### src/sv/aes_pkg.sv
// ----------------------------------------------------------------------------
// AES package
// Shared S-box tables, field arithmetic helpers and register indexes.
// ----------------------------------------------------------------------------
`default_nettype none
package aes_pkg;

  localparam int unsigned NumRounds = 10;

  localparam logic [1:0] REG_KEY_UPPER    = 2'd0;
  localparam logic [1:0] REG_KEY_LOWER    = 2'd1;
  localparam logic [1:0] REG_DECRYPT_MODE = 2'd2;

  typedef logic [127:0] block_t;

  localparam logic [7:0] SBOX [256] = '{
    8'h63,8'h7c,8'h77,8'h7b,8'hf2,8'h6b,8'h6f,8'hc5,8'h30,8'h01,8'h67,8'h2b,8'hfe,8'hd7,8'hab,8'h76,
    8'hca,8'h82,8'hc9,8'h7d,8'hfa,8'h59,8'h47,8'hf0,8'had,8'hd4,8'ha2,8'haf,8'h9c,8'ha4,8'h72,8'hc0,
    8'hb7,8'hfd,8'h93,8'h26,8'h36,8'h3f,8'hf7,8'hcc,8'h34,8'ha5,8'he5,8'hf1,8'h71,8'hd8,8'h31,8'h15,
    8'h04,8'hc7,8'h23,8'hc3,8'h18,8'h96,8'h05,8'h9a,8'h07,8'h12,8'h80,8'he2,8'heb,8'h27,8'hb2,8'h75,
    8'h09,8'h83,8'h2c,8'h1a,8'h1b,8'h6e,8'h5a,8'ha0,8'h52,8'h3b,8'hd6,8'hb3,8'h29,8'he3,8'h2f,8'h84,
    8'h53,8'hd1,8'h00,8'hed,8'h20,8'hfc,8'hb1,8'h5b,8'h6a,8'hcb,8'hbe,8'h39,8'h4a,8'h4c,8'h58,8'hcf,
    8'hd0,8'hef,8'haa,8'hfb,8'h43,8'h4d,8'h33,8'h85,8'h45,8'hf9,8'h02,8'h7f,8'h50,8'h3c,8'h9f,8'ha8,
    8'h51,8'ha3,8'h40,8'h8f,8'h92,8'h9d,8'h38,8'hf5,8'hbc,8'hb6,8'hda,8'h21,8'h10,8'hff,8'hf3,8'hd2,
    8'hcd,8'h0c,8'h13,8'hec,8'h5f,8'h97,8'h44,8'h17,8'hc4,8'ha7,8'h7e,8'h3d,8'h64,8'h5d,8'h19,8'h73,
    8'h60,8'h81,8'h4f,8'hdc,8'h22,8'h2a,8'h90,8'h88,8'h46,8'hee,8'hb8,8'h14,8'hde,8'h5e,8'h0b,8'hdb,
    8'he0,8'h32,8'h3a,8'h0a,8'h49,8'h06,8'h24,8'h5c,8'hc2,8'hd3,8'hac,8'h62,8'h91,8'h95,8'he4,8'h79,
    8'he7,8'hc8,8'h37,8'h6d,8'h8d,8'hd5,8'h4e,8'ha9,8'h6c,8'h56,8'hf4,8'hea,8'h65,8'h7a,8'hae,8'h08,
    8'hba,8'h78,8'h25,8'h2e,8'h1c,8'ha6,8'hb4,8'hc6,8'he8,8'hdd,8'h74,8'h1f,8'h4b,8'hbd,8'h8b,8'h8a,
    8'h70,8'h3e,8'hb5,8'h66,8'h48,8'h03,8'hf6,8'h0e,8'h61,8'h35,8'h57,8'hb9,8'h86,8'hc1,8'h1d,8'h9e,
    8'he1,8'hf8,8'h98,8'h11,8'h69,8'hd9,8'h8e,8'h94,8'h9b,8'h1e,8'h87,8'he9,8'hce,8'h55,8'h28,8'hdf,
    8'h8c,8'ha1,8'h89,8'h0d,8'hbf,8'he6,8'h42,8'h68,8'h41,8'h99,8'h2d,8'h0f,8'hb0,8'h54,8'hbb,8'h16
  };

  localparam logic [7:0] INV_SBOX [256] = '{
    8'h52,8'h09,8'h6a,8'hd5,8'h30,8'h36,8'ha5,8'h38,8'hbf,8'h40,8'ha3,8'h9e,8'h81,8'hf3,8'hd7,8'hfb,
    8'h7c,8'he3,8'h39,8'h82,8'h9b,8'h2f,8'hff,8'h87,8'h34,8'h8e,8'h43,8'h44,8'hc4,8'hde,8'he9,8'hcb,
    8'h54,8'h7b,8'h94,8'h32,8'ha6,8'hc2,8'h23,8'h3d,8'hee,8'h4c,8'h95,8'h0b,8'h42,8'hfa,8'hc3,8'h4e,
    8'h08,8'h2e,8'ha1,8'h66,8'h28,8'hd9,8'h24,8'hb2,8'h76,8'h5b,8'ha2,8'h49,8'h6d,8'h8b,8'hd1,8'h25,
    8'h72,8'hf8,8'hf6,8'h64,8'h86,8'h68,8'h98,8'h16,8'hd4,8'ha4,8'h5c,8'hcc,8'h5d,8'h65,8'hb6,8'h92,
    8'h6c,8'h70,8'h48,8'h50,8'hfd,8'hed,8'hb9,8'hda,8'h5e,8'h15,8'h46,8'h57,8'ha7,8'h8d,8'h9d,8'h84,
    8'h90,8'hd8,8'hab,8'h00,8'h8c,8'hbc,8'hd3,8'h0a,8'hf7,8'he4,8'h58,8'h05,8'hb8,8'hb3,8'h45,8'h06,
    8'hd0,8'h2c,8'h1e,8'h8f,8'hca,8'h3f,8'h0f,8'h02,8'hc1,8'haf,8'hbd,8'h03,8'h01,8'h13,8'h8a,8'h6b,
    8'h3a,8'h91,8'h11,8'h41,8'h4f,8'h67,8'hdc,8'hea,8'h97,8'hf2,8'hcf,8'hce,8'hf0,8'hb4,8'he6,8'h73,
    8'h96,8'hac,8'h74,8'h22,8'he7,8'had,8'h35,8'h85,8'he2,8'hf9,8'h37,8'he8,8'h1c,8'h75,8'hdf,8'h6e,
    8'h47,8'hf1,8'h1a,8'h71,8'h1d,8'h29,8'hc5,8'h89,8'h6f,8'hb7,8'h62,8'h0e,8'haa,8'h18,8'hbe,8'h1b,
    8'hfc,8'h56,8'h3e,8'h4b,8'hc6,8'hd2,8'h79,8'h20,8'h9a,8'hdb,8'hc0,8'hfe,8'h78,8'hcd,8'h5a,8'hf4,
    8'h1f,8'hdd,8'ha8,8'h33,8'h88,8'h07,8'hc7,8'h31,8'hb1,8'h12,8'h10,8'h59,8'h27,8'h80,8'hec,8'h5f,
    8'h60,8'h51,8'h7f,8'ha9,8'h19,8'hb5,8'h4a,8'h0d,8'h2d,8'he5,8'h7a,8'h9f,8'h93,8'hc9,8'h9c,8'hef,
    8'ha0,8'he0,8'h3b,8'h4d,8'hae,8'h2a,8'hf5,8'hb0,8'hc8,8'heb,8'hbb,8'h3c,8'h83,8'h53,8'h99,8'h61,
    8'h17,8'h2b,8'h04,8'h7e,8'hba,8'h77,8'hd6,8'h26,8'he1,8'h69,8'h14,8'h63,8'h55,8'h21,8'h0c,8'h7d
  };

  localparam logic [7:0] RCON [10] = '{
    8'h01,8'h02,8'h04,8'h08,8'h10,8'h20,8'h40,8'h80,8'h1b,8'h36
  };

  function automatic logic [7:0] xtime(input logic [7:0] x);
    xtime = {x[6:0], 1'b0} ^ (x[7] ? 8'h1b : 8'h00);
  endfunction

  // Byte i of the state sits at bits 127-8i downto 120-8i.
  function automatic logic [7:0] get_byte(input block_t s, input int unsigned i);
    get_byte = s[127 - 8*i -: 8];
  endfunction

endpackage
`default_nettype wire

### src/sv/aes_key_expand.sv
// ----------------------------------------------------------------------------
// AES key expansion
// Derives the eleven round keys from the cipher key, one round key per cycle,
// and holds them in registers for the round cells.
// ----------------------------------------------------------------------------
`default_nettype none
module aes_key_expand (
  input  wire logic         clk,
  input  wire logic         rst,
  input  wire logic         start,
  input  wire logic [127:0] key,
  output logic              busy,
  output logic      [127:0] round_keys [11]
);

  logic         running;
  logic [3:0]   round;
  logic [127:0] cur;
  logic [127:0] key_next;

  // One step of the schedule: rotate, substitute and add the round constant
  // to the last word, then ripple it through the four words.
  always_comb begin
    logic [31:0] t;
    t = {aes_pkg::SBOX[cur[23:16]] ^ aes_pkg::RCON[round - 4'd1], aes_pkg::SBOX[cur[15:8]],
         aes_pkg::SBOX[cur[7:0]], aes_pkg::SBOX[cur[31:24]]};
    key_next[127:96] = cur[127:96] ^ t;
    key_next[95:64]  = cur[95:64]  ^ key_next[127:96];
    key_next[63:32]  = cur[63:32]  ^ key_next[95:64];
    key_next[31:0]   = cur[31:0]   ^ key_next[63:32];
  end

  assign busy = start || running;

  always_ff @(posedge clk) begin
    if (rst) begin
      running <= 1'b0;
      round   <= 4'd1;
    end else if (start) begin
      running <= 1'b1;
      round   <= 4'd1;
    end else if (running) begin
      if (round == 4'(aes_pkg::NumRounds)) begin
        running <= 1'b0;
      end else begin
        round <= round + 4'd1;
      end
    end
  end

  always_ff @(posedge clk) begin
    if (start) begin
      cur           <= key;
      round_keys[0] <= key;
    end else if (running) begin
      cur               <= key_next;
      round_keys[round] <= key_next;
    end
  end

endmodule
`default_nettype wire

### config.mk
export PLATFORM = sky130hd
export DESIGN_NAME = aes_key_expand
export DESIGN_NICKNAME = d
export VERILOG_FILES = /design/src/sv/aes_pkg.sv /design/src/sv/aes_key_expand.sv
export SDC_FILE = /design/constraint.sdc
export NUM_CORES = 2
export LEC_CHECK = 0
export BUFFER_PORTS_ARGS = -buffer_cell sky130_fd_sc_hd__buf_2
export CORE_AREA = 4 4 602 604
export DETAILED_ROUTE_END_ITERATION = 12
export DIE_AREA = 0 0 606 608
export GPL_TIMING_DRIVEN = 0
export REMOVE_ABC_BUFFERS = 1
export SETUP_SLACK_MARGIN = 0.2
export SYNTH_ARGS = -nofsm -noshare
export SYNTH_HDL_FRONTEND = slang
export SYNTH_SLANG_ARGS = --single-unit
### constraint.sdc
create_clock -name clk -period 11 [get_ports clk]
set_clock_uncertainty 0.05 [all_clocks]
set_input_delay 0.55 -clock clk [delete_from_list [all_inputs] [get_ports clk]]
set_output_delay 0.55 -clock clk [all_outputs]
set_load 0.05 [all_outputs]
==> results.sh <==
export IMPL_criticalPathCategory="register to register"
export IMPL_highest_layer="met4"
export IMPL_finalSetupViolations=0
export IMPL_remaining_drc_errors=0
export IMPL_areaGrowthSynthToFinish_pct=36.28
export IMPL_routabilityCongestion=0.9484
export IMPL_detailedRoute_firstIterationViolations=6345
export IMPL_postLayoutSetupSlackWorst_ns=3.364
export IMPL_met3WireLength_um=25670
export IMPL_largest_net_degree_at_the_start_of_global_routing=97
export IMPL_post_route_period_util_pct=69.42
export IMPL_first_pass_iters=6
export IMPL_initial_core_utilization_pct=18.18
export IMPL_dpl_worst_slack_ns=3.487
export IMPL_outcome="complete, no violations"
export IMPL_crit_path_end_kind="register"
export IMPL_yosysUniqueCellTypes=95
export IMPL_timing_fmax_mhz=131.0
export IMPL_layout_nets=6330
export IMPL_std_cell_rows=220
export IMPL_drv_max_cap_violation_count=0
export IMPL_cp_arrival_ns=8.00
export IMPL_totalNegativeSetupSlack_ns=0
export IMPL_path_clk_slew_ns=0.06
export IMPL_die_height_um=608
export IMPL_yosysSeqAreaShare_pct=71.09
export IMPL_route_antenna_remaining_nets=0
export IMPL_post_route_util_pct=24.78
export IMPL_synthFlopType="edfxtp_1"
export IMPL_detail_route_vias_per_cell=4.403
export IMPL_tritoncts="yes"
export IMPL_drive_gt1_share_pct=35.70
export IMPL_insertion_delay_ns=0.86
export IMPL_relSlewSlack_pct=2.381
export IMPL_synthesis_area_mm2=0.06502
export IMPL_place_port_buffers=1539
export IMPL_global_route_overflow_total=0
export IMPL_slew_viol_final=0
export IMPL_cts_htree_levels=4
export IMPL_route_met2_wl_um=147100
export IMPL_max_clock_path_buffers=4
export IMPL_startpoint_type="register"
export IMPL_postRouteWirelength_um=303900
export IMPL_cts_inserted_buffers=168
export IMPL_holdWs_ns=0.09795
export IMPL_worst_pin_slew_ns=1.461
export IMPL_antenna_found_initial=57
export IMPL_routedLengthMet1_um=121200
export IMPL_route_vias_total=48633
export IMPL_num_ports=1540
export IMPL_syn_inst=4403
export IMPL_synth_seq_cells=1541
export IMPL_cts_sinks=1541
export IMPL_floorplan_core_area_mm2=0.3576
export IMPL_cts_repair_timing_setup_buffer_count=0
export IMPL_final_hold_viol_count=0
export IMPL_crit_path_max_fanout=29
export IMPL_hold_path_class="input pin to register"
export IMPL_wire_length_of_the_first_global_routing_pass_um=403000
export IMPL_synth_async_reset_ratio_pct=0
export IMPL_die_w_um=606
export IMPL_required_ns=11.37
export IMPL_grt_setup_unrepaired="false"
export IMPL_routedWlPerCell_um=27.52
export IMPL_yosysWarningCount=0
export IMPL_clockRootBuffer="clkbuf_16"
export IMPL_dieArea_mm2=0.3684
export IMPL_mean_instance_size_in_the_synthesized_netlist_um2=14.77
export IMPL_timing_final_crit_period_ns=7.636
export IMPL_gr_usage_all_layers_pct=15.55
export IMPL_synth_enable_flop_cells=1536
export IMPL_dp_hpwl_um=227800
export IMPL_grt_pass1_vias=45349
==> registers in the layout, summed over array words and instances (netlist names) <==
name / cells
round_keys: 1408
round: 4
running: 1
cur: 128
==> critical path: stages (launching register included) <==
cell and delay, ns:
edfxtp_1 1.10, inv_1 0.38, ha_1 0.82, nor2b_1 1.20, nor2_1 0.07, a32oi_1 0.22
a221oi_1 0.17, nor4_1 0.57, mux2i_1 0.25, xnor2_2 1.11, xnor2_1 0.21, inv_1 1.01
==> per-stage QoR <==
step	area [µm²]	instances
finish	88610	11045
global route	88590	11038
CTS	88510	11032
detailed placement	82070	10613
global placement	77260	10397
floorplan	63580	4085
==> placed cells by master (no fill, tap or decap), drive strengths merged, types with 66 or more instances in the layout <==
cell	Yosys	layout
clkbuf	172	205
nand3	71	71
nor2b	84	84
a21oi	208	208
buf	146	1757
mux2	77	77
xnor2	119	119
clkinv	6	66
o21ai	279	279
dlygate4sd3	0	126
nand2b	104	104
and2	74	74
nand2	245	245
nor3	76	76
inv	105	119
edfxtp	1536	1536
nor2	210	210
==> synth_stat cells (all sizes together) (10+ instances only) <==
| cell | n | area share, % |
|---|---|---|
| a22o | 25 | 0.34 |
| mux2 | 77 | 1.3 |
| a22oi | 11 | 0.13 |
| a211oi | 47 | 0.54 |
| a211o | 15 | 0.20 |
| edfxtp | 1536 | 71 |
| mux2i | 43 | 0.66 |
| nor2 | 210 | 1.2 |
| a21oi | 208 | 1.6 |
| o32ai | 14 | 0.23 |
| clkbuf | 172 | 0.99 |
| o21ai | 279 | 2.1 |
| nor2b | 84 | 0.81 |
| nand2b | 104 | 1.0 |
| a221oi | 29 | 0.40 |
| nand2 | 245 | 1.4 |
| o2111ai | 16 | 0.22 |
| nand3 | 71 | 0.55 |
| and2 | 74 | 0.71 |
| a221o | 11 | 0.17 |
| ha | 61 | 1.2 |
| nor4 | 16 | 0.15 |
| a21o | 19 | 0.22 |
| a32oi | 15 | 0.20 |
| nor3b | 20 | 0.23 |
| or2 | 23 | 0.22 |
| o211ai | 44 | 0.51 |
| o31ai | 32 | 0.37 |
| o221ai | 17 | 0.23 |
| xnor2 | 119 | 1.8 |
| o22ai | 19 | 0.18 |
| a31oi | 42 | 0.40 |
| buf | 146 | 1.2 |
| o311ai | 42 | 0.57 |
| and3 | 17 | 0.16 |
| or3 | 10 | 0.096 |
| nand3b | 10 | 0.12 |
| xnor3 | 11 | 0.38 |
| a311oi | 37 | 0.50 |
| xor2 | 50 | 0.72 |
| mux4 | 39 | 1.4 |
| a2111oi | 24 | 0.35 |
| nor3 | 76 | 0.59 |
| inv | 105 | 0.61 |
| o21a | 12 | 0.14 |
==> routing by layer <==
layer  vias to the layer above  track usage (%)
li1                      20481                -
met3                       430            3.111
met5                         -                0
met2                      2994            26.22
met4                         0            4.759
met1                     24728            19.99
==> repair_timing <==
action	in CTS	in global routing
hold buffers	126	0
resized for setup	0	0
hold endpoints to repair	207	0
==> final timing paths <==
| kind | from | to | slack (ns) | cells past startpoint |
|---|---|---|---|---|
| max | cur[16] | round_keys[476] | 3.36 | 11 |
| min | key[116] | cur[116] | 0.1 | 3 |
| max reg2reg | cur[16] | round_keys[476] | 3.36 | 11 |
| min reg2reg | running | running | 0.61 | 2 |
==> final cells by class <==
| cell class | instances | area [µm²] |
|---|---|---|
| diodes | 11 | 27.53 |
| flip-flops and latches | 1541 | 46220 |
| well taps | 4773 | 5972 |
| inverters | 111 | 430.4 |
| clock inverters | 88 | 817.0 |
| repair buffers | 1883 | 13270 |
| multi-input cells | 2433 | 17500 |
| clock buffers | 205 | 4364 |
| fillers | 37038 | 269000 |
==> cells by family (layout without fill, tap and decap cells) <==
logic type	Yosys count	after routing	synth area share, %
AO/OA/AOI/OAI	1043	1043	10.87
XOR/XNOR	185	185	3.094
adder cells (fa/ha/maj)	61	61	1.174
buffers and inverters	429	2287	2.846
flip-flops	1541	1541	71.09
multiplexers	159	159	3.352
other	0	11	0
AND/OR/NAND/NOR	985	985	7.570
Power is not shown: default switching activity piles up to over one toggle a cycle in this logic, so the estimate is an artifact.
